[src/hw/rtl/orle_pkg.sv]
package orle_pkg;

    typedef enum logic [2:0] {
        MODE_INS_POS = 3'd0,
        MODE_INS_HEAD = 3'd1,
        MODE_INS_TAIL = 3'd2,
        MODE_SEARCH = 3'd3,
        MODE_DEL_POS = 3'd4,
        MODE_DEL_MATCH = 3'd5
    } t_mode;

    localparam logic [1:0] ST_OK = 2'd0;
    localparam logic [1:0] ST_NOMATCH = 2'd1;
    localparam logic [1:0] ST_RANGE = 2'd2;
    localparam logic [1:0] ST_FULL = 2'd3;

    typedef enum logic [7:0] {
        S_IDLE = 8'b00000001,
        S_WALK = 8'b00000010,
        S_WREAD = 8'b00000100,
        S_DECIDE = 8'b00001000,
        S_LINK = 8'b00010000,
        S_LINK2 = 8'b00100000,
        S_DONE = 8'b01000000,
        S_FREE = 8'b10000000
    } t_state;

endpackage

[src/hw/rtl/ordered_record_list_engine.sv]
// Channel | Dir | tdata fields (low bit up)               | tuser
// s_axis  | in  | mode[2:0] position[9:3] age amount        | -
// m_axis  | out | status[1:0] found_position length         | -
// Flow: modes 6/7 go straight from S_IDLE to S_DONE; rejected requests (full,
// range, search on an empty list) go from S_DECIDE to S_DONE; insert at head or tail
// reads one node only (the tail comes from the last-node register). Positional and
// match requests walk the list with one registered read of the link/record memories
// per node (S_WALK, then S_WREAD).
// Reset: synchronous active low; the free stack fills by a clearing pass over all
// CAPACITY entries after reset, during which s_axis_tready stays low.
// Stalls: one request at a time; a result holds in the output register until
// taken. The next word is accepted meanwhile, and its result waits in S_DONE
// until the output register is free.
module ordered_record_list_engine
    import orle_pkg::*;
#(
    parameter int CAPACITY = 64,
    parameter int FIELD_WIDTH = 32
) (
    input  logic i_clk,
    input  logic i_rst_n,
    input  logic s_axis_tvalid,
    output logic s_axis_tready,
    // mode, position, age, amount, zero fill
    input  logic [((3 + $clog2(CAPACITY) + 1 + 2 * FIELD_WIDTH + 7) / 8) * 8 - 1:0] s_axis_tdata,
    output logic m_axis_tvalid,
    input  logic m_axis_tready,
    // status, found_position, length, zero fill
    output logic [((2 + 2 * $clog2(CAPACITY) + 1 + 7) / 8) * 8 - 1:0] m_axis_tdata
);
    localparam int IW = $clog2(CAPACITY);
    localparam int CW = IW + 1;
    localparam int OW = ((2 + IW + CW + 7) / 8) * 8;
    localparam int RO = 3 + CW;     // first record field offset in tdata
    localparam logic [CW-1:0] CAP = CW'(CAPACITY);

    // memories
    logic [FIELD_WIDTH-1:0] m_age [CAPACITY];
    logic [FIELD_WIDTH-1:0] m_amt [CAPACITY];
    logic [IW-1:0] m_link [CAPACITY];
    logic [IW-1:0] m_free [CAPACITY];

    t_state r_state, n_state;
    logic [CW-1:0] r_count, r_ftop, r_i, r_target;
    logic [IW-1:0] r_first, r_last, r_node, r_prev, r_new;
    logic [2:0] r_mode;
    logic [FIELD_WIDTH-1:0] r_a, r_v, r_ra, r_rv;
    logic [IW-1:0] r_rlink, r_rfree;
    logic r_fill;
    logic [CW-1:0] r_fidx;
    logic [1:0] r_stat;
    logic [IW-1:0] r_found;
    logic r_ovalid;
    logic [1:0] r_ostat;
    logic [IW-1:0] r_ofound;
    logic [CW-1:0] r_olen;
    logic w_match;

    // memory write port controls
    logic w_rec_we, w_link_we, w_free_we;
    logic [IW-1:0] w_link_addr, w_link_data, w_free_addr, w_free_data, w_rd_addr;

    assign s_axis_tready = r_state == S_IDLE && !r_fill;
    assign m_axis_tvalid = r_ovalid;
    assign m_axis_tdata = OW'({r_olen, r_ofound, r_ostat});

    always_ff @(posedge i_clk) begin
        if (w_rec_we) begin
            m_age[r_new] <= r_a;
            m_amt[r_new] <= r_v;
        end
        if (w_link_we) m_link[w_link_addr] <= w_link_data;
        if (w_free_we) m_free[w_free_addr] <= w_free_data;
        r_ra <= m_age[w_rd_addr];
        r_rv <= m_amt[w_rd_addr];
        r_rlink <= m_link[w_rd_addr];
        r_rfree <= m_free[IW'(r_ftop - 1'b1)];
    end

    logic w_ins, w_del, w_search;
    assign w_ins = r_mode == MODE_INS_POS || r_mode == MODE_INS_HEAD
                   || r_mode == MODE_INS_TAIL;
    assign w_del = r_mode == MODE_DEL_POS;
    assign w_search = r_mode == MODE_SEARCH || r_mode == MODE_DEL_MATCH;
    assign w_match = r_ra == r_a && r_rv == r_v;
    assign w_rd_addr = r_node;

    always_comb begin
        n_state = r_state;
        w_rec_we = 1'b0;
        w_link_we = 1'b0;
        w_free_we = r_fill;
        w_free_addr = IW'(r_fidx);
        w_free_data = IW'(r_fidx);
        w_link_addr = r_new;
        w_link_data = r_node;
        case (r_state)
            S_LINK: begin
                if (w_ins) begin
                    w_rec_we = 1'b1;
                    w_link_we = 1'b1;
                    w_link_addr = r_new;
                    // new node points to successor (r_first at position 0, else the walked node's link r_rlink)
                    w_link_data = (r_target == '0 && r_count == '0) ? '0 :
                                  (r_target == '0 ? r_first : r_rlink);
                end else begin
                    // unlink: prev.next = node.next
                    w_link_we = r_target != '0;
                    w_link_addr = r_prev;
                    w_link_data = r_rlink;
                end
            end
            S_LINK2: begin
                if (w_ins) begin
                    w_link_we = r_target != '0;
                    w_link_addr = r_prev;
                    w_link_data = r_new;
                end else begin
                    w_free_we = 1'b1;
                    w_free_addr = IW'(r_ftop);
                    w_free_data = r_node;
                end
            end
            default: ;
        endcase
    end

    always_ff @(posedge i_clk) begin
        if (!i_rst_n) begin
            r_state <= S_IDLE;
            r_fill <= 1'b1;
            r_fidx <= '0;
            r_ftop <= CAP;
            r_count <= '0;
            r_first <= '0;
            r_last <= '0;
            r_ovalid <= 1'b0;
        end else begin
            if (r_fill) begin
                r_fidx <= r_fidx + 1'b1;
                if (r_fidx == CAP - 1'b1) r_fill <= 1'b0;
            end
            if (r_ovalid && m_axis_tready && r_state != S_DONE) r_ovalid <= 1'b0;
            case (r_state)
                S_IDLE: begin
                    if (s_axis_tvalid && s_axis_tready) begin
                        r_mode <= s_axis_tdata[2:0];
                        r_a <= s_axis_tdata[RO +: FIELD_WIDTH];
                        r_v <= s_axis_tdata[RO + FIELD_WIDTH +: FIELD_WIDTH];
                        r_found <= '0;
                        r_stat <= ST_OK;
                        r_i <= '0;
                        r_node <= r_first;
                        r_prev <= r_first;
                        case (s_axis_tdata[2:0])
                            MODE_INS_HEAD: r_target <= '0;
                            MODE_INS_TAIL: r_target <= r_count;
                            default: r_target <= s_axis_tdata[3 +: CW];
                        endcase
                        if (s_axis_tdata[2:0] > MODE_DEL_MATCH) r_state <= S_DONE;
                        else r_state <= S_DECIDE;
                    end
                end
                S_DECIDE: begin
                    // checks, then start a walk
                    if (w_ins) begin
                        if (r_count >= CAP) begin
                            r_stat <= ST_FULL; r_state <= S_DONE;
                        end else if (r_target > r_count) begin
                            r_stat <= ST_RANGE; r_state <= S_DONE;
                        end else begin
                            r_new <= r_rfree;
                            r_ftop <= r_ftop - 1'b1;
                            // append: start on the last node, one read only
                            if (r_target == r_count && r_count != '0) begin
                                r_node <= r_last;
                                r_i <= r_count - 1'b1;
                            end
                            r_state <= S_WALK;
                        end
                    end else if (w_del) begin
                        if (CW'(r_target) >= r_count) begin
                            r_stat <= ST_RANGE; r_state <= S_DONE;
                        end else r_state <= S_WALK;
                    end else begin
                        if (r_count == '0) begin
                            r_stat <= ST_NOMATCH; r_state <= S_DONE;
                        end else r_state <= S_WALK;
                    end
                end
                S_WALK: r_state <= S_WREAD; // memory read of r_node in flight
                S_WREAD: begin
                    if (w_search) begin
                        if (w_match) begin
                            if (r_mode == MODE_SEARCH) begin
                                r_found <= IW'(r_i);
                                r_state <= S_DONE;
                            end else begin
                                r_target <= r_i;
                                r_state <= S_LINK;
                            end
                        end else if (r_i + 1'b1 == r_count) begin
                            r_stat <= ST_NOMATCH; r_state <= S_DONE;
                        end else begin
                            r_i <= r_i + 1'b1;
                            r_prev <= r_node;
                            r_node <= r_rlink;
                            r_state <= S_WALK;
                        end
                    end else if (w_ins ? (r_target == '0 || r_i + 1'b1 == r_target)
                                       : r_i == r_target) begin
                        r_state <= S_LINK;
                    end else begin
                        r_i <= r_i + 1'b1;
                        r_prev <= r_node;
                        r_node <= r_rlink;
                        r_state <= S_WALK;
                    end
                end
                S_LINK: begin
                    if (w_ins) begin
                        if (r_target == '0) r_first <= r_new;
                        if (r_target == r_count) r_last <= r_new;
                        r_prev <= r_node;
                    end else begin
                        if (r_target == '0) r_first <= r_rlink;
                        else if (r_target == r_count - 1'b1) r_last <= r_prev;
                    end
                    r_state <= S_LINK2;
                end
                S_LINK2: begin
                    if (w_ins) r_count <= r_count + 1'b1;
                    else begin
                        r_count <= r_count - 1'b1;
                        r_ftop <= r_ftop + 1'b1;
                        if (r_count == CW'(1)) begin
                            r_first <= '0; r_last <= '0;
                        end
                    end
                    r_state <= S_FREE;
                end
                S_FREE: r_state <= S_DONE;
                S_DONE: begin
                    // wait here while the previous result is still held
                    if (!r_ovalid || m_axis_tready) begin
                        r_ostat <= r_stat;
                        r_ofound <= r_found;
                        r_olen <= r_count;
                        r_ovalid <= 1'b1;
                        r_state <= S_IDLE;
                    end
                end
                default: r_state <= S_IDLE;
            endcase
        end
    end

    // insert at pos>0: walk stops on prev (pos-1); r_prev<=r_node in LINK so
    // LINK2 writes prev.next. Position 0 skips the link patch.

    a_onehot: assert property (@(posedge i_clk) disable iff (!i_rst_n)
        $onehot(r_state)) else $error("state not one-hot");
    a_count: assert property (@(posedge i_clk) disable iff (!i_rst_n)
        r_count <= CAP) else $error("count over capacity");
    a_pool: assert property (@(posedge i_clk) disable iff (!i_rst_n)
        r_state == S_IDLE |-> r_count + r_ftop == CAP) else $error("pool leak");
    a_out: assert property (@(posedge i_clk) disable iff (!i_rst_n)
        r_ovalid && !m_axis_tready |=> $stable(m_axis_tdata))
        else $error("result changed while held");
endmodule
[config.mk]
export PLATFORM = sky130hd
export DESIGN_NAME = ordered_record_list_engine
export DESIGN_NICKNAME = d
export VERILOG_FILES = /design/src/hw/rtl/orle_pkg.sv /design/src/hw/rtl/ordered_record_list_engine.sv
export SDC_FILE = /design/constraint.sdc
export NUM_CORES = 2
export LEC_CHECK = 0
export BUFFER_PORTS_ARGS = -buffer_cell sky130_fd_sc_hd__clkbuf_2
export CAP_MARGIN = 20
export CORE_MARGIN = 2
export CORE_UTILIZATION = 35
export DETAILED_ROUTE_END_ITERATION = 7
export PLACE_DENSITY_LB_ADDON = 0.1
export RECOVER_POWER = 25
export SETUP_SLACK_MARGIN = 0.1
export SLEW_MARGIN = 30
export SYNTH_ARGS = -nofsm -noshare
export SYNTH_HDL_FRONTEND = slang
export SYNTH_MEMORY_MAX_BITS = 65536
export SYNTH_SLANG_ARGS = --single-unit
[constraint.sdc]
create_clock -name i_clk -period 9.24 [get_ports i_clk]
set_input_delay 0.924 -clock i_clk [delete_from_list [all_inputs] [get_ports i_clk]]
set_output_delay 0.924 -clock i_clk [all_outputs]
set_load 0.1 [all_outputs]
Word-level counts from Yosys, hierarchy flattened. Memories as Yosys holds them, arrays and structs flattened. A register that Yosys moved wholly into a read port is not among the register bits. Cells that the tools add are included.

Register bits after elaboration: 165. Memory bits (writable): 4864. Input port bits: 84. Output and inout port bits: 18. Logic and storage cells: 234. Memories: 4.

Memories: m_age (depth 64, bits a word 32, rd ports 1, clocked after Yosys merged registers in 1, write ports 1, line ordered_record_list_engine.sv:38) `logic [FIELD_WIDTH-1:0] m_age [CAPACITY];`; m_amt (depth 64, bits a word 32, rd ports 1, clocked after Yosys merged registers in 1, write ports 1, line ordered_record_list_engine.sv:39) `logic [FIELD_WIDTH-1:0] m_amt [CAPACITY];`; m_free (depth 64, bits a word 6, rd ports 1, clocked after Yosys merged registers in 1, write ports 1, line ordered_record_list_engine.sv:41) `logic [IW-1:0] m_free [CAPACITY];`; m_link (depth 64, bits a word 6, rd ports 1, clocked after Yosys merged registers in 1, write ports 1, line ordered_record_list_engine.sv:40) `logic [IW-1:0] m_link [CAPACITY];`.

Add/sub/neg operators: 6. Order comparisons: 4. Eq/ne operators: 50. Mux-type cells: 111. Bitwise logic cells: 2. Reduce and logical (&&, ||, !) cells: 36.

Operators by type and width (count): 6-bit 2-to-1 mux (37); 7-bit 2-to-1 mux (25); 32-bit == test (2); 8-bit case mux with 8 select lines (1); 6-bit case mux with 2 select lines (5); 8-bit 2-to-1 mux (6); 7-bit case mux with 2 select lines (3); 6-bit case mux with 3 select lines (2); 7-bit == test (5); 2-bit inequality test (second input constant) (15); 7-bit by 1-bit adder with 7-bit output (second input constant) (4); 7-bit case mux with 3 select lines (1); 2-bit 2-to-1 mux (10); 1-bit 2-to-1 mux (18); 3-bit inequality test (second input constant) (6); 6-bit AND reduction (3); 7-bit logical NOT (2); 7-bit nonzero test (2); 7-bit by 1-bit subtractor with 7-bit output (second input constant) (2); 4-bit inequality test (second input constant) (3); 10-bit AND reduction (1); 5-bit AND reduction (2); 3-bit by 2-bit == test with 1-bit output (second input constant) (3); 9-bit AND reduction (1); 32 further kinds (50).

Logic depth before layout (Yosys ltp).
Word-level depth: 7. Mapped depth: 11. Gate-level depth less buffers: 9.

Worst setup path before layout. OpenSTA, ideal clock, no wires.

Path kind: register to register. From: register r_state[4], in the netlist n_state[4]. To: register r_a[0] (enable). Setup time: 0.574 ns. Arrival: 5.856 ns. Data required time: 8.666 ns. Setup slack: 2.810 ns. Stages on the path, launching flop included: 5. Buffers on the path: 1. Period minus slack after synthesis: 6.430 ns. Cells stage by stage: dfxtp_1 -> clkbuf_1 -> nor4_1 -> nand4b_1 -> nor3_1.

Cells in the longest elaborated chain, start to end: 4.

Ends and longest elaborated chain: from (decl) (line ordered_record_list_engine.sv:43) `t_state r_state, n_state;`; from (signal assigned) (line ordered_record_list_engine.sv:130) `r_state <= S_IDLE;`; from (signal assigned) (line ordered_record_list_engine.sv:160) `if (s_axis_tdata[2:0] > MODE_DEL_MATCH) r_state <= S_DONE;`; from (signal assigned) (line ordered_record_list_engine.sv:161) `else r_state <= S_DECIDE;`; 8-bit by 1-bit == test with 1-bit output * (line ordered_record_list_engine.sv:63, ordered_record_list_engine.sv:144); 1-bit logical AND (line ordered_record_list_engine.sv:63) `assign s_axis_tready = r_state == S_IDLE && !r_fill;`; 1-bit logical AND (line ordered_record_list_engine.sv:146) `if (s_axis_tvalid && s_axis_tready) begin`; 3-bit AND reduction (no line) *; to (signal assigned) (line ordered_record_list_engine.sv:148) `r_a <= s_axis_tdata[RO +: FIELD_WIDTH];`; to (decl) (line ordered_record_list_engine.sv:47) `logic [FIELD_WIDTH-1:0] r_a, r_v, r_ra, r_rv;`.

Every way passes the cells marked *; elsewhere a longest branch is shown, timed or not. A chain may end at the register's enable or synchronous reset.

Worst setup path after layout.
From: register r_a[1]. To: register r_target[2] (enable).

Cells in the longest elaborated chain, start to end: 4.

Ends and longest elaborated chain: 32-bit == test (line ordered_record_list_engine.sv:85) `assign w_match = r_ra == r_a && r_rv == r_v;`; 1-bit logical AND (line ordered_record_list_engine.sv:85); 2-bit inequality test (no line); 6-bit AND reduction (no line); to (signal assigned) (line ordered_record_list_engine.sv:157) `MODE_INS_TAIL: r_target <= r_count;`; to (signal assigned) (line ordered_record_list_engine.sv:158) `default: r_target <= s_axis_tdata[3 +: CW];`; to (signal assigned) (line ordered_record_list_engine.sv:199) `r_target <= r_i;`; to (decl) (line ordered_record_list_engine.sv:44) `logic [CW-1:0] r_count, r_ftop, r_i, r_target;`.

Every way passes these cells.

==> results.yml <==
run_status:
  status: "complete, but fails checks"
  failed_checks: "capacitance limit, slew limit"
critical_path:
  crit_path_dat_ns: 7.12
  critPathKind: "flop to flop"
  required_time_worst_endpoint_ns: 9.94
  worst-path-max-fanout: 65
  cp-end-kind: "flop"
  startpoint_types: "flop"
place:
  io_buffer_count: 94
  gp_routability_congestion: 0.771
  detailedPlacementHpwl_um: 291000
  placed_cell_area_um2: 207000
finish:
  area_growth_syn_to_layout_pct: 15.7
  mostFrequentLayoutCell: "sky130_fd_sc_hd__edfxtp_1"
  design.final.nets: 8742
  ff_latch_area_um2: 152000
  post-route-cell-area_um2: 226000
  nFillCells: 48417
  multi_input_area_um2: 41700
  layout.cells.most_common_list: "4986 x sky130_fd_sc_hd__edfxtp_1, 1596 x sky130_fd_sc_hd__mux4_2, 580 x sky130_fd_sc_hd__clkbuf_16"
  fraction_of_final_layout_cells_with_drive_strength_greater_than_1_pct: 30.9
timing:
  grt_setup_unrepaired: "false"
  pins_over_their_slew_limit: 2999
  finalClockSkew_ns: 0.0466
  tightest_slew_ns: 3.09
  setup-tns-final_ns: 0
  clock_period_minus_worst_slack_ns: 6.42
  slew_headroom_pct: -106
  final.period_utilization_pct: 69.5
  setup_violations: 0
  fmaxAchievable_mhz: 156
  timing.final.hold_violations: 0
die:
  die-area_um2: 563000
  die_h_um: 750
  initial_utilization_pct: 35.1
  num_io_pins: 102
  row_count: 274
  design.core.area_um2: 556000
  chipWidth_um: 750
clock_network:
  clock_tree.buffer_depth: 4
  cts-buffers-inserted: 572
  tritoncts: "yes"
  cts_h_tree_lvls: 6
  worst_skew_pair.late_latency_ns: 1.07
  cts.repair.resized: 0
  cts-root-buf: "sky130_fd_sc_hd__clkbuf_16"
  clk_pin_slew_worst_paths_ns: 0.06
  clock_sinks: 5104
global_route:
  antenna_found_initial: 46
  grt_overflow_total: 0
  grt_use_total_pct: 19.1
  first_pass_grt_wire_length_um: 754000
  grt_pass1_vias: 93817
  grt_max_degree: 127
drt:
  totalWireLength_um: 543000
  drt_first_iter_violations: 9942
  sum_of_routed_wire_segments_on_met1_um: 232000
  highest_metal_used: "met5"
  route.vias.total: 88946
  drt-wirelength-per-cell_um: 32.8
  number_of_vias_per_cell: 5.37
  wl_met3_um: 28200
  drtPass1Iterations: 6
  detail_route.drc_violations: 0
  number_of_routed_nets_with_antenna_violations: 0
  dr_wl_met2_um: 272000
synthesis:
  synth_edf_count: 4986
  yosys_warnings: 0
  post_synth_num_cell_types: 72
  async_flop_share_pct: 0
  synth_fp_nets: 8112
  syn_area_um2: 195000
  number_of_flip_flops_and_latches_in_the_synthesized_netlist: 5104
  ys_dominant_reg_cell: "sky130_fd_sc_hd__edfxtp_1"
  netlist_instances: 8014
  synthesized_area_per_cell_um2: 24.3
  ys_seq_area_share_pct: 78.0
run:
  drv_cap: 46
min_path:
  worstHoldPathType: "input pin to flop"
pwr:
  ir_drop_worst_case_vdd_v: 0.000193
  power-per-cell-area_nw_per_um2: 210
  total_power_mw: 47.3
  power.leakage_nw: 68.8
==> cell type report <==
cell class                      instances  share of cell area (%)
Timing Repair Buffer                  470                    1.78
Multi-Input combinational cell       2479                    18.5
Sequential cell                      5104                    67.4
Clock buffer                          731                    6.78
Clock inverter                        305                    1.31
Tap cell                             7452                    4.13
Inverter                               17                  0.0283
Antenna cell                            8                 0.00888
==> per-layer routing <==
layer,track usage (%),vias up
met3,2.82,651
li1,-,35967
met5,0,-
met1,26.5,49861
met4,3.78,2
met2,32.3,2465
==> final timing paths <==
kind                           start                    end  slack (ns)  depth (start not counted)
hold / removal      s_axis_tdata[58]      r_v[16]$_DFFE_PP_        0.19                          1
setup / recovery    r_a[1]$_DFFE_PP_  r_target[2]$_DFFE_PP_        2.82                          9
hold reg to reg   r_rfree[2]$_DFF_P_     r_new[2]$_DFFE_PP_        0.42                          0
setup reg to reg    r_a[1]$_DFFE_PP_  r_target[2]$_DFFE_PP_        2.82                          9
==> kinds of logic after synthesis <==
group / count (synthesis) / synth area share (%)
adders and majority gates: 16 / 0.100
buffers and inverters: 431 / 0.871
AOI/OAI and AO/OA: 179 / 0.605
muxes: 1614 / 18.5
other: 1 / 0.00192
and+or+nand+nor: 559 / 1.34
xor gates and xnor gates: 110 / 0.494
DFF: 5104 / 78.0
==> through the flow <==
stage | utilization (%) | std cells | setup WS (ns) | hold slack [ns]
6_report | 40.6 | 16566 | 2.82 | 0.191
2_1_floorplan | - | 8014 | 2.81 | 0.386
3_3_place_gp | 37.1 | 15444 | 3.68 | 0.405
3_5_place_dp | 37.2 | 15464 | 3.80 | 0.398
5_1_grt | 40.6 | 16565 | 2.51 | 0.110
4_1_cts | 40.6 | 16553 | 3.79 | 0.00394
==> critical path, stage by stage, from the launching register on <==
cell and delay [ns]:
sky130_fd_sc_hd__edfxtp_1 0.34, sky130_fd_sc_hd__clkbuf_1 1.81, sky130_fd_sc_hd__xor2_1 0.71, sky130_fd_sc_hd__nor4_1 0.95
sky130_fd_sc_hd__nand4_1 0.63, sky130_fd_sc_hd__nor4_2 0.43, sky130_fd_sc_hd__buf_4 0.30, sky130_fd_sc_hd__nor2b_1 0.23
sky130_fd_sc_hd__a21oi_1 0.12, sky130_fd_sc_hd__nor2_1 0.45
==> registers in the layout, indices dropped and copies added (netlist names), 7 cells and up <==
name / count
r_olen: 7
n_state: 8
m_amt: 2048
r_a: 32
m_age: 2048
r_ra: 32
m_free: 384
r_count: 7
r_v: 32
m_link: 384
r_fidx: 7
r_target: 7
r_rv: 32
r_i: 7
==> cell usage after synthesis (all sizes together), types with 12 or more instances <==
cell type / number / share of area, %
clkbuf: 312 / 0.60
mux4: 1596 / 18
nand4: 14 / 0.045
inv: 17 / 0.033
o21ai: 34 / 0.087
nor2: 258 / 0.51
mux2i: 12 / 0.062
nand2b: 16 / 0.051
or3: 14 / 0.045
buf: 102 / 0.24
xor2: 81 / 0.36
nand2: 126 / 0.24
xnor2: 29 / 0.13
a21oi: 49 / 0.13
a22oi: 15 / 0.060
edfxtp: 4986 / 77
and2: 15 / 0.048
dfxtp: 118 / 1.2
nand3: 28 / 0.072
nor4: 26 / 0.094
ha: 14 / 0.090
==> where the power goes <==
part           internal (mW)  switching, mW  leakage (nW)
Combinational         0.0420         0.0828          14.1
Sequential              25.1        0.00681          45.9
Clock                   12.7           9.40          8.86
Total                   37.8           9.49          68.8
==> repair_timing <==
| item | in CTS | in global routing |
|---|---|---|
| endpoints found under the hold margin | 53 | 0 |
| buffers inserted | 0 | 0 |
| endpoints found under the setup margin | 0 | 0 |
| hold buffers | 53 | 0 |
Note: power is estimated with default switching activity, not from simulation.
